## config.mk

```make
export PLATFORM = sky130hd
export DESIGN_NAME = swm_cell
export DESIGN_NICKNAME = d
export VERILOG_FILES = /design/src/sv/swm_pkg.sv /design/src/sv/swm_cell.sv
export SDC_FILE = /design/constraint.sdc
export NUM_CORES = 1
export LEC_CHECK = 0
export ABC_CLOCK_PERIOD_IN_PS = 3750
export BUFFER_PORTS_ARGS = -buffer_cell sky130_fd_sc_hd__buf_2
export CORE_ASPECT_RATIO = 0.6
export CORE_MARGIN = 10
export CORE_UTILIZATION = 40
export DETAILED_ROUTE_END_ITERATION = 10
export PLACE_DENSITY = 0.72
export SKIP_CTS_REPAIR_TIMING = 1
export SYNTH_ARGS = -nofsm -noshare
export SYNTH_HDL_FRONTEND = slang
export SYNTH_SLANG_ARGS = --single-unit
```

## constraint.sdc

```tcl
create_clock -name clk -period 3.75 [get_ports clk]
set_input_delay 0.75 -clock clk [delete_from_list [all_inputs] [get_ports clk]]
set_output_delay 0.75 -clock clk [all_outputs]
set_load 0.03 [all_outputs]
```

## src/sv/swm_pkg.sv

```systemverilog
`timescale 1ns / 1ps
// shared constants and types of the sliding window median filter
package swm_pkg;

  // default sizes
  localparam int WINDOW_MAX_DEF  = 64;
  localparam int SAMPLE_BITS_DEF = 16;

  // window size register
  localparam int              CFG_BITS          = 7;
  localparam logic [CFG_BITS-1:0] WINDOW_SIZE_RESET = 7'd3;

  // compare flags one sorter cell shows its neighbors
  typedef struct packed {
    logic big;   // own word sorts above the new word, or cell lies past the window
    logic bigu;  // same test after the oldest word is taken out
  } flags_t;

endpackage

```

## src/sv/swm_cell.sv

```systemverilog
`timescale 1ns / 1ps
// one cell of the sorted chain: holds one word, takes out the oldest and inserts the new one
module swm_cell #(
  parameter int IDX   = 0,
  parameter int WIDTH = 16,
  parameter int CW    = 7
) (
  input  logic                    clk,
  input  logic                    load,
  input  logic                    del,
  input  logic [CW-1:0]           limit,
  input  logic signed [WIDTH-1:0] s,
  input  logic signed [WIDTH-1:0] kold,
  input  logic signed [WIDTH-1:0] left_u,
  input  swm_pkg::flags_t         left_flags,
  input  logic signed [WIDTH-1:0] right_val,
  input  swm_pkg::flags_t         right_flags,
  output logic signed [WIDTH-1:0] val,
  output logic signed [WIDTH-1:0] u,
  output swm_pkg::flags_t         flags
);

  logic                    ge;
  logic signed [WIDTH-1:0] val_next;

  // compare against the new word; cells past the window act as empty
  assign flags.big = (CW'(IDX) >= limit) || (val > s);

  // the oldest word sits at or below this cell, so the word above slides down
  assign ge         = del && (val >= kold);
  assign u          = ge ? right_val : val;
  assign flags.bigu = ge ? right_flags.big : flags.big;

  // insert the new word where the order breaks, shift the rest up
  always_comb begin
    if (!flags.bigu) begin
      val_next = u;
    end else if (IDX == 0 || !left_flags.bigu) begin
      val_next = s;
    end else begin
      val_next = left_u;
    end
  end

  always_ff @(posedge clk) begin
    if (load) begin
      val <= val_next;
    end
  end

endmodule

```

======== After elaboration in Yosys (flattened, before gate mapping) ========
Index checks and enable logic that the tools add are counted.
word-level totals
  memories kept ........................... 0
  output and inout port bits .............. 34
  flip-flop bits (word level) ............. 16
  memory bits (read-only) ................. 0
  latch bits .............................. 0
  RAM bits ................................ 0
  logic and storage cells ................. 9
operators by class
  divide/modulo/power cells ............... 0
  shift-type cells ........................ 0
  multiply operators ...................... 0
  mux-type cells .......................... 3
  magnitude comparators ................... 3
  add/sub/neg operators ................... 0
  bitwise logic cells ..................... 0
  equality and inequality tests ........... 0
  reduce and logical (&&, ||, !) cells .... 2
operators with widths
  kind                  number
  $mux W16              2
  $ge A16 B16 Y1        1
  $gt A16 B16 Y1        1
  $ge A1 B7 Y1 const A  1
  $logic_and A1 B1 Y1   1
  $logic_or A1 B1 Y1    1
  $mux W1               1

======== Longest topological paths before layout ========
Gate-level depths: netlist of the first run.
  word-level depth ........................ 4
  depth in mapped cells ................... 11
  gate-level depth less buffers ........... 9

======== Worst setup path before layout of the first run ========
No wires, ideal clock.
  path type ............................... in2out
  start ................................... input port kold[15]
  end ..................................... output port u[0]
  stages .................................. 9
  path buffers ............................ 1
  data arrival time ....................... 2.816 ns
  setup slack ............................. 0.184 ns
  cell sequence ........................... inv_1 ha_1 nand4_2 nor2_1 a311oi_1 nand3_2 mux2i_4 buf_6 o21ai_0
between the ends
  longest elaborated chain between the ends .. 3
ends and longest elaborated chain
  item                 line            source
  from (decl)          swm_cell.sv:13  input logic signed [WIDTH-1:0] kold,
  $ge A16 B16 Y1       swm_cell.sv:30  assign ge = del && (val >= kold);
  $logic_and A1 B1 Y1  swm_cell.sv:30
  $mux W16             swm_cell.sv:31  assign u = ge ? right_val : val;
  to (decl)            swm_cell.sv:19  output logic signed [WIDTH-1:0] u,
Every way passes these cells.

==> results.md, run 1 <==
Drt:
- The number of iterations in the first detailed-routing pass is 4.
- After the first detailed-routing iteration, the DRC count stood at roughly 90.
- After detailed routing, the number of remaining DRC violations is 0.
- The top routing layer in use is met4.
- For this block, wires on met1 add up to roughly 3.3 mm.
- The post-detailed-route count of antenna-violating nets is 0.
- The final route contains 2,195 vias.
- The routed length per instance is around 16 um.
- In the detailed route, the total length drawn on met3 is around 800 um.
- After detailed routing, the total wire length is 6.92 mm.
- The routed design uses about 2.8 mm of met2 wire.
- The ratio of routed vias to standard cells is ~5.2.

Layout:
- Ranked by flip-flop count, first place goes to val.
- After filler insertion, the fill cell instance count of the layout stands at about 470.
- From synthesis to final layout, the design area changed by 28.0%.
- The repair_antennas step left the layout with diodes totalling 0.
- The register with the most flip-flops in the layout has 16 of them.
- The final layout contains ~470 nets.
- The share of final-layout standard cells stronger than drive strength 1 is 0.321.
- The largest registers in the layout are val x16.

Power and ir drop:
- VDD sags by at most approximately 0.00026 V.
- Summed over all cells, the static leakage comes to roughly 1.5 nW.
- Power spread over the standard cell area amounts to between 500 and 600 mW/mm^2.

STA:
- Setup violations remaining at the end of the flow were counted as 0.
- The count of endpoints failing hold in the final timing report is 0.
- Summed over all failing endpoints, the final setup total negative slack is 0 ns.
- Final hold analysis gives a worst-case slack of between 0.6 and 0.7 ns.
- Headroom to the max-slew limit came out at 0.657.
- At the pin with the least slew margin, the transition time is between 0.5 and 0.6 ns.
- Setup repair after global routing left no endpoint under its margin.
- The count of pins over their slew limit is 0.
- For this run, the top clock speed supported by timing is 276 MHz.
- The post-layout minimum cycle time is roughly 3.6 ns.
- The final clock skew is 0.00114 ns.
- The share of the clock period used by the worst path is 0.965.

Synth:
- By area the synthesized netlist is led by edfxtp_1 (22%), ha_1 (19%), nand2_1 (8.9%).
- The cell with the most instances after synthesis is nand2_1.
- By count the netlist is led by nand2_1 (51), inv_1 (37), ha_1 (32).
- The count of warnings emitted by yosys is 0.
- For this run, asynchronously set or reset flops after synthesis account for 0.
- The instance count of the mapped netlist is roughly 260.
- The prevailing post-synth register cell is edfxtp_1.
- The share of synthesized area in the top cell type comes to 0.224.
- The number of enable flip-flop cells after synthesis is 16.
- The number of nets in the synthesized netlist is between 300 and 400.
- A synthesized cell averages 8.17 sq um.
- edfxtp_1 takes more of the synthesized area than any other cell.
- The number of register bits inferred by synthesis is 16.
- For this run, the register share of the synthesized area comes to 0.224.
- The netlist uses 40 different library cells.
- The post-synthesis instance area is approximately 0.0021 sq mm.

Critical path:
- The type of element launching the critical path is an input port.
- The peak fanout along the critical path is 3.
- For the worst setup path, the data required time is around 3.0 ns.
- Data on the critical path arrives at its endpoint at 2.87 ns.
- The critical path in this run is classified as input port to primary output.
- The endpoint kind of the worst setup timing path is a primary output.

GRT:
- Entering global routing, the biggest net connects 32 pins.
- The first global-routing pass estimated approximately 11 mm of wire.
- After global routing the overflow that remains totals 0.
- The number of global-route vias before repair was 2,277.
- The number of antenna violations at the first check in global routing is 0.
- In the global route stage, overall resource usage came out at 0.154.

Worst hold path:
- The kind of path behind the tightest hold check is register to register.

Floorplanning:
- The vertical extent of the die is roughly 77 um.
- The die area is around 0.009 sq mm.
- The placeable core region is approximately 0.005 sq mm.
- The number of top-level pins is ~110.
- The initialized floorplan defines 20 standard-cell rows.
- The width of the die is between 100 and 150 um.
- For this configuration, the core starts out at a cell density of 0.417.

Clocking:
- The CTS buffer count is 3.
- The clock insertion delay at the later pin of the skew report is between 0.2 and 0.3 ns.
- The buffer depth of the longest clock path is 2.
- TritonCTS built the clock tree.
- The clock net sink count is 16.
- The H-tree depth is 1.
- The clock-pin slew on the worst setup and hold paths is approximately 0.060 ns.
- The tree is rooted in a clkbuf_8.

Placement:
- The half-perimeter wire length after placement is between 5 and 6 mm.
- Port buffering added just over 90 buffers.
- The congestion estimate from routability-driven global placement came to approximately 0.85.

Status:
- The flow ran to the end, and the final reports show no timing, DRC or antenna violations.

Job:
- Across the run, the number of max-cap violations was 0.
==> metal layers <==
| metal | GRT usage | vias up |
|---|---|---|
| met2 | 0.215 | 96 |
| met5 | 0 | - |
| met1 | 0.220 | 983 |
| met3 | 0.0505 | 4 |
| met4 | 0.0362 | 0 |
| li1 | - | 1112 |
==> cell families (layout without fill, tap and decap cells) <==
logic type / count (synthesis) / after routing / share of synthesized area
simple gates: 90 / 90 / 0.206
compound gates: 57 / 57 / 0.185
buf+inv: 49 / 142 / 0.103
fa+ha+maj: 32 / 32 / 0.187
mux: 18 / 18 / 0.0947
flops: 16 / 16 / 0.224
==> path summary, 6_finish.rpt <==
kind                                from        to  slack, ns  depth (start not counted)
worst max-delay path            kold[11]  flags[0]       0.13                         11
worst min-delay path              val[0]    val[0]       0.66                          1
worst max register to register   val[12]    val[3]       0.69                         10
worst min register to register    val[0]    val[0]       0.66                          1
==> power breakdown <==
group	switching, mW	total [mW]	internal [mW]	leakage, nW
sequential	0.0670	0.333	0.266	0.155
clock	0.0631	0.136	0.0728	0.0231
combinational	0.636	1.03	0.396	1.27
total	0.766	1.50	0.734	1.45
==> metrics by stage <==
step / area, sq um / power (mW) / std cells / util / setup WS [ns]
floorplan: 2140 / 1.06 / 262 / - / 0.184
CTS: 2730 / 1.50 / 421 / 0.532 / 0.0391
global route: 2740 / 1.62 / 421 / 0.534 / 0.00272
global placement: 2680 / 1.34 / 417 / 0.523 / 0.111
finish: 2740 / 1.50 / 421 / 0.534 / 0.132
detailed placement: 2680 / 1.36 / 417 / 0.523 / 0.0587
==> placed cells by master, fill, tap and decap left out, types with 2 or more instances in the layout <==
cell       synthesis  routed
ha_1              32      32
nor2b_1           19      19
nand3_1            2       2
nand2_1           51      51
o21ai_0           19      18
mux2_4             2       2
buf_2              5      92
inv_1             37      37
nand4_1            6       6
a2bb2oi_1         15      15
nor4_1             2       2
a21oi_1           10      10
clkbuf_8           0       3
edfxtp_1          16      16
nor2_1             3       3
buf_4              1       7
mux2i_1           15      15
==> critical path, stage by stage <==
cell and delay [ns]:
buf_2 0.07, inv_1 0.03, ha_1 0.30, nand4_1 0.18
nor4_4 0.34, o21ai_1 0.13, nand3_2 0.14, mux2_4 0.33
mux2_4 0.31, inv_1 0.07, buf_2 0.19
==> final cells by class <==
| type | count | area [sq um] | area share |
|---|---|---|---|
| multi-input combinational | 197 | 1450 | 0.529 |
| inverter | 37 | 139 | 0.0507 |
| clock inverter | 1 | 3.75 | 0.00137 |
| timing repair buffer | 101 | 544 | 0.199 |
| clock buffer | 3 | 41.3 | 0.0151 |
| sequential | 16 | 480 | 0.175 |
| tap | 66 | 82.6 | 0.0301 |
No activity file was read; power rests on OpenSTA's default activity.
==> inputs of run 2 (changes only) <==
--- a/config.mk
+++ b/config.mk
@@ -5,7 +5,7 @@
 export SDC_FILE = /design/constraint.sdc
 export NUM_CORES = 1
 export LEC_CHECK = 0
-export ABC_CLOCK_PERIOD_IN_PS = 3750
+export ABC_CLOCK_PERIOD_IN_PS = 4190
 export BUFFER_PORTS_ARGS = -buffer_cell sky130_fd_sc_hd__buf_2
 export CORE_ASPECT_RATIO = 0.6
 export CORE_MARGIN = 10
==> constraint.sdc (replaced) <==
create_clock -name clk -period 4.19 [get_ports clk]
set_input_delay 0.838 -clock clk [delete_from_list [all_inputs] [get_ports clk]]
set_output_delay 0.838 -clock clk [all_outputs]
set_load 0.03 [all_outputs]
==> run 2 against run 1 <==
  * Global-route usage down 0.50 points
  * Register-to-register slack better by 0.46 ns
  * Via count down 1.5%
  * Non-clock buffer count down 6
  * Hold slack better by 0.010 ns
  * First-iteration DRC count up 2.2%
  * Combinational power down 14%
  * Critical path type unchanged
  * Critical endpoint is now u[9]
  * Highest routed layer unchanged
==> results.md, run 2 (synthesized netlist as in run 1, its figures left out) <==
Layout:
- val holds more flip-flops than any other register.
- The largest registers in the layout are val x16.
- The post-route non-filler standard cell count is 415 (-1.4%).
- The top cell types in the final layout, fill and taps aside, are buf_2 (92), nand2_1 (51), inv_1 (37), ha_1 (32).
- The number of flip-flops under the largest register name is 16 (unchanged).
- The share of final-layout standard cells stronger than drive strength 1 is 0.309 (-0.0117).
- The area growth from synthesis to layout is 25.3%.
- The final net count is 460 (-1.3%).
- The most common library cell in the layout ignoring fill and taps is buf_2.
- The antenna diode count is 0 (unchanged).

STA:
- The share of the clock period used by the worst path is 0.921.
- Setup repair after global routing left no endpoint under its margin.
- The count of endpoints failing hold in the final timing report is 0 (unchanged).
- The maximum operating frequency is roughly 260 MHz.
- The final sum of negative setup slack is 0 ns (unchanged).
- The final clock skew was 0.00133 ns (+0.000194 ns).
- The number of setup violations in the final report is 0 (unchanged).
- The post-layout minimum cycle time is around 3.9 ns.
- The worst relative slew slack is 0.668 (+0.0109).
- The transition time at the pin with the least slew margin is 0.498 ns (-0.0164 ns).
- The count of pins over their slew limit came to 0 (unchanged).

Critical path:
- The type of element launching the critical path is an input port.
- The buffers plus inverters on the worst setup path was 4 (unchanged).
- The slowest stage of the critical path belongs to the cell a311oi_1.
- The path length in cells of the critical path is 12 (+1).
- The worst setup path category is input port to primary output.
- The kind of cell with the highest combined delay along the critical path is simple AND/OR/NAND/NOR gates.
- The data required time of the worst path is 3.35 ns (+0.35 ns).
- The launch point of the worst reg-to-reg path is val[15].
- Walking the worst path, the cells encountered are buf_2 > inv_1 > ha_1 > nand4_2 > nor2_1 > a311oi_1 > nand3_2 > mux2_4 > buf_4 > nand2_1 > nand2_1 > buf_2.
- The longest individual stage delay on the worst path is 0.40 ns (+0.06 ns).
- The endpoint kind of the worst setup timing path is a primary output.
- The endpoint of the worst setup timing path is u[9].
- The arrival time at the worst endpoint was 3.02 ns (+0.15 ns).
- The setup slack of the worst register-to-register path is 1.15 ns (+0.46 ns).
- The beginning of the critical path is kold[15].
- The peak fanout along the critical path came to 29 (+26).
- The length in cells of the worst reg-to-reg path is 9 (-1).
- In this run the critical register-to-register path is captured at val[14].

Power and ir drop:
- The peak ir drop on the vdd network is 0.000209 V (-20%).
- The post-layout total power is 1.31 mW (-12%).
- The share of power burned in registers is 0.235 (+0.013).
- The cell-internal power is 0.637 mW (-13%).
- The switching power summed over all nets was 0.676 mW (-12%).
- The power density of the placed cells is 489 mW/mm^2 (-11%).
- The switching part of the total power is 0.515 (+0.00447).
- The combinational group share of total power is 0.674 (-0.013).
- The cell leakage power is 1.41 nW (-2.8%).
- The clock share of power is 0.091 (about the same).

Floorplanning:
- The starting density of the core was 0.417 (unchanged).
- The width of the die is 114 um (unchanged).
- The number of top-level pins is 112 (unchanged).
- The placeable core region is 0.00513 sq mm (unchanged).
- The site row count was 20 (unchanged).
- The die area was 0.00877 sq mm (unchanged).
- The vertical extent of the die came to 76.7 um (unchanged).

Clocking:
- The clock insertion delay at the later pin of the skew report came to 0.25 ns (about the same).
- The H-tree depth came to 1 (unchanged).
- The TritonCTS clock tree is done.
- The CTS buffer count is 3 (unchanged).
- The clock net sink count was 16 (unchanged).
- The clock-pin slew on the worst setup and hold paths is 0.06 ns (about the same).
- In this run the clock root is driven by a clkbuf_8.
- The buffer depth of the longest clock path is 2 (unchanged).

Job:
- The count of max-cap constraint violations is 0 (unchanged).

Status:
- The flow ran to the end, and the final reports show no timing, DRC or antenna violations.

Placement:
- The number of port buffers is 92 (unchanged).
- The final weighted congestion in routability-driven placement is 0.775 (-8.4%).
- The placed cell count is 411 (-1.4%).
- The half-perimeter wire length after placement came to 5.57 mm (-2.9%).

GRT:
- The number of antenna violations at the first check in global routing is 0 (unchanged).
- The maximum number of pins on one net before global-route repair is 35 (+9.4%).
- The number of global-route vias before repair is 2,297 (+0.88%).
- The residual overflow from global routing is 0 (unchanged).
- The wire length of the first global-routing pass came to 11.1 mm (-1.5%).
- The global-route total usage across every layer came to 0.149 (-0.00501).

Drt:
- The detailed-route DRC error count is 0 (unchanged).
- The routed length per instance is 16.4 um (about the same).
- The post-detailed-route count of antenna-violating nets is 0 (unchanged).
- The vias after detailed routing is 2,163 (-1.5%).
- The ratio of routed vias to standard cells is 5.21 (about the same).
- The number of design-rule violations left by the first detailed-router iteration is 93 (+2.2%).
- The number of iterations in the first detailed-routing pass came to 4 (unchanged).
- The total length of routed wires came to 6.82 mm (-1.4%).

Worst hold path:
- The tightest min-delay check is of the register to register type.
[run 2: changes by cell type in the layout (fill, tap and decap cells not counted), sizes merged]
cell,previous run,this run
buf,101,95
[run 2: per-layer routing]
| layer | wire (um) | up-vias | part of all wire | track usage |
|---|---|---|---|---|
| li1 | - | 1101 | - | - |
| met1 | 3370 | 980 | 0.49 | 0.207 |
| met2 | 2880 | 80 | 0.42 | 0.225 |
| met3 | 557 | 2 | 0.082 | 0.0451 |
| met4 | 17 | 0 | 0.0025 | 0.0200 |
| met5 | 0 | - | 0 | 0 |
[run 2: layout make-up]
cell class / count / area, sq um
Timing Repair Buffer: 95 / 495
Multi-Input combinational cell: 197 / 1440
Inverter: 37 / 139
Clock inverter: 1 / 3.75
Fill cell: 501 / 2450
Clock buffer: 3 / 41.3
Sequential cell: 16 / 480
Tap cell: 66 / 82.6
[run 2: how the worst min path moves through the flow]
stage,cells past startpoint,from,endpoint
after floorplan,1,val[0],val[0]
after global placement,1,val[0],val[0]
after detailed placement,1,val[0],val[0]
after CTS,1,val[0],val[0]
after global routing,1,val[0],val[0]
final,1,val[0],val[0]
[run 2: through the flow]
| step | setup WS [ns] | util | cell area (sq um) | hold slack, ns |
|---|---|---|---|---|
| 2_1_floorplan | 0.448 | - | 2140 | 0.818 |
| 3_3_place_gp | 0.378 | 0.514 | 2640 | 0.641 |
| 3_5_place_dp | 0.358 | 0.514 | 2640 | 0.659 |
| 4_1_cts | 0.348 | 0.523 | 2680 | 0.674 |
| 5_1_grt | 0.207 | 0.523 | 2680 | 0.734 |
| 6_report | 0.332 | 0.523 | 2680 | 0.674 |
[run 2: power groups by stage]
| stage | sequential (mW) | combinational (mW) | clock [mW] |
|---|---|---|---|
| 4_1_cts | 0.306 | 0.891 | 0.122 |
| 5_1_grt | 0.316 | 0.972 | 0.126 |
| 6_report | 0.308 | 0.885 | 0.120 |
| 3_5_place_dp | 0.310 | 0.886 | 0 |
| 2_1_floorplan | 0.356 | 0.591 | 0 |
| 3_3_place_gp | 0.307 | 0.866 | 0 |
==> inputs of run 3 (changes only) <==
--- a/config.mk
+++ b/config.mk
@@ -5,7 +5,7 @@
 export SDC_FILE = /design/constraint.sdc
 export NUM_CORES = 1
 export LEC_CHECK = 0
-export ABC_CLOCK_PERIOD_IN_PS = 4190
+export ABC_CLOCK_PERIOD_IN_PS = 4180
 export BUFFER_PORTS_ARGS = -buffer_cell sky130_fd_sc_hd__buf_2
 export CORE_ASPECT_RATIO = 0.6
 export CORE_MARGIN = 10
==> constraint.sdc (replaced) <==
create_clock -name clk -period 4.18 [get_ports clk]
set_input_delay 0.836 -clock clk [delete_from_list [all_inputs] [get_ports clk]]
set_output_delay 0.836 -clock clk [all_outputs]
set_load 0.03 [all_outputs]
==> run 3 against run 2 <==
  * Final cell count stayed put
  * Combinational power grew 1%
  * Critical endpoint is now u[8]
  * Sequential share of layout area unchanged
  * Core utilization did not move
  * Sequential power hardly changed
  * Cell area is the same
  * Register-to-register slack lost 0.12 ns
  * Critical path depth unchanged
  * Non-clock buffer count is the same
  * Wire length up 3.6%
  * Via count up 1.5%
==> results.md, run 3 (synthesized netlist as in run 1, its figures left out) <==
Placement:
- The half-perimeter wire length after placement came to 5.69 mm (+2.1%).
- The number of port buffers is 92 (unchanged).
- The final weighted congestion in routability-driven placement was 0.776 (+0.17%).
- The setup slack after placement was 0.268 ns (-0.0896 ns).

Power and ir drop:
- The combinational group share of total power came to 0.675 (about the same).
- The switching part of the total power is 0.518 (+0.00345).
- The cell-internal power is 0.639 mW (+0.40%).
- The peak ir drop on the vdd network is 0.000262 V (+25%).
- The clock share of power is 0.093 (+0.002).
- The cell leakage power is 1.41 nW (unchanged).
- The switching power summed over all nets came to 0.688 mW (+1.8%).
- The power density of the placed cells came to 495 mW/mm^2 (+1.1%).
- The post-layout total power is 1.33 mW (+1.1%).
- The share of power burned in registers was 0.232 (-0.003).

STA:
- The count of pins over their slew limit came to 0 (unchanged).
- The clock period could shrink to roughly 4 ns.
- The final sum of negative setup slack came to 0 ns (unchanged).
- The transition time at the pin with the least slew margin was 0.503 ns (+0.00426 ns).
- Derived from the worst setup path, the maximum achievable clock frequency is 254 MHz.
- The worst relative slew slack is 0.665 (-0.00284).
- The final clock skew was 0.00210 ns (+0.000770 ns).
- Setup repair after global routing left no endpoint under its margin.
- The count of endpoints failing hold in the final timing report is 0 (unchanged).
- Dividing the final minimum period by the clock period gives 0.940.
- The smallest setup slack after layout is 0.251 ns (-0.0814 ns).
- The number of setup violations in the final report is 0 (unchanged).

GRT:
- The residual overflow from global routing is 0 (unchanged).
- The number of global-route vias before repair is 2,251 (-2.0%).
- The global-route total usage across every layer was 0.154 (+0.00507).
- The wire length of the first global-routing pass is 11.3 mm (+2.1%).
- The number of antenna violations at the first check in global routing was 0 (unchanged).
- The maximum number of pins on one net before global-route repair is 35 (unchanged).

Floorplanning:
- The placeable core region is 0.00513 sq mm (unchanged).
- The die area is 0.00877 sq mm (unchanged).
- The starting density of the core is 0.417 (unchanged).
- The vertical extent of the die is 76.7 um (unchanged).
- The site row count is 20 (unchanged).
- The width of the die is 114 um (unchanged).
- The number of top-level pins is 112 (unchanged).

Clocking:
- The clock net sink count is 16 (unchanged).
- The clock-pin slew on the worst setup and hold paths is 0.07 ns (about the same).
- The clock insertion delay at the later pin of the skew report is 0.25 ns (about the same).
- The buffer depth of the longest clock path is 2 (unchanged).
- The H-tree depth is 1 (unchanged).
- The root buffer selected by CTS is clkbuf_8.
- The CTS buffer count is 3 (unchanged).
- TritonCTS built the clock tree.

Layout:
- The most common library cell in the layout ignoring fill and taps is buf_2.
- The utilization of the core after routing is 0.523 (unchanged).
- More flip-flops sit in one register than any other, and that register is val.
- The antenna diode count is 0 (unchanged).
- The largest registers in the layout are val x16.
- The share of final-layout standard cells stronger than drive strength 1 is 0.309 (unchanged).
- The final net count is 460 (unchanged).
- The relative area change from synthesis to final layout is 25.3% (unchanged).
- The number of flip-flops under the largest register name came to 16 (unchanged).
- The library cells used most frequently in the layout, excluding fill and tap cells, are buf_2 (92), nand2_1 (51), inv_1 (37), ha_1 (32).

Status:
- The flow ran to the end, and the final reports show no timing, DRC or antenna violations.

Critical path:
- The worst register-to-register path begins at val[15].
- The peak fanout along the critical path came to 29 (unchanged).
- The data required time of the worst path is 3.34 ns (about the same).
- The critical path starts at kold[15].
- The worst setup path is launched from an input port.
- The worst flop-to-flop path endpoint is val[14].
- The endpoint kind of the worst setup timing path is a primary output.
- The length in cells of the worst reg-to-reg path is 9 (unchanged).
- The arrival time at the worst endpoint is 3.09 ns (+0.07 ns).
- The critical path is of the input port to primary output type.
- The endpoint of the worst setup timing path is u[8].
- The setup slack of the worst register-to-register path came to 1.03 ns (-0.12 ns).

Drt:
- The ratio of routed vias to standard cells came to 5.29 (+1.5%).
- The routed length per instance was 17.0 um (+3.6%).
- The vias after detailed routing came to 2,195 (+1.5%).
- The detailed-route DRC error count was 0 (unchanged).
- The total length of routed wires came to 7.07 mm (+3.6%).
- The number of design-rule violations left by the first detailed-router iteration came to 122 (+31%).
- The number of iterations in the first detailed-routing pass came to 4 (unchanged).
- The post-detailed-route count of antenna-violating nets is 0 (unchanged).

Job:
- The count of max-cap constraint violations is 0 (unchanged).

Worst hold path:
- The kind of path behind the tightest hold check is register to register.
## run 3: metal layers
metal | share of wire | global-route usage | routed length (um)
met4 | 0.015 | 0.0337 | 106
met3 | 0.077 | 0.0490 | 543
met1 | 0.49 | 0.216 | 3440
met2 | 0.42 | 0.223 | 2970
met5 | 0 | 0 | 0
## run 3: power by group through the flow
stage                     clock network, mW  registers [mW]  logic (mW)
final                                 0.123           0.308       0.896
after global routing                  0.130           0.317       0.979
after CTS                             0.124           0.308       0.898
after detailed placement                  0           0.311       0.893
after global placement                    0           0.308       0.868
after floorplan                           0           0.357       0.593
## run 3: how the worst min path moves through the flow
stage            from  endpoint  slack [ns]  cells past startpoint
3_3_place_gp   val[0]    val[0]        0.64                      1
4_1_cts        val[0]    val[0]        0.67                      1
5_1_grt        val[0]    val[0]        0.73                      1
6_report       val[0]    val[0]        0.70                      1
3_5_place_dp   val[0]    val[0]        0.65                      1
2_1_floorplan  val[0]    val[0]        0.82                      1
## run 3: per-stage QoR
stage          instance area (sq um)  hold slack, ns  std cells
6_report                        2680           0.705        415
5_1_grt                         2680           0.732        415
4_1_cts                         2680           0.670        415
3_5_place_dp                    2640           0.655        411
3_3_place_gp                    2640           0.641        411
2_1_floorplan                   2140           0.818        262
## run 3: final cells by class
cell class / instances / area, sq um
fillers: 506 / 2450
multi-input cells: 197 / 1440
repair buffers: 95 / 495
flip-flops and latches: 16 / 480
inverters: 37 / 139
well taps: 66 / 82.6
clock buffers: 3 / 41.3
clock inverters: 1 / 3.75
## run 3: critical path: stages
cell,delay (ns)
buf_2,0.08
inv_1,0.03
ha_1,0.31
nand4_2,0.17
nor4_2,0.38
o21ai_0,0.21
nand3_2,0.17
mux2_4,0.33
buf_4,0.23
nand2_1,0.10
nand2_1,0.05
buf_2,0.17
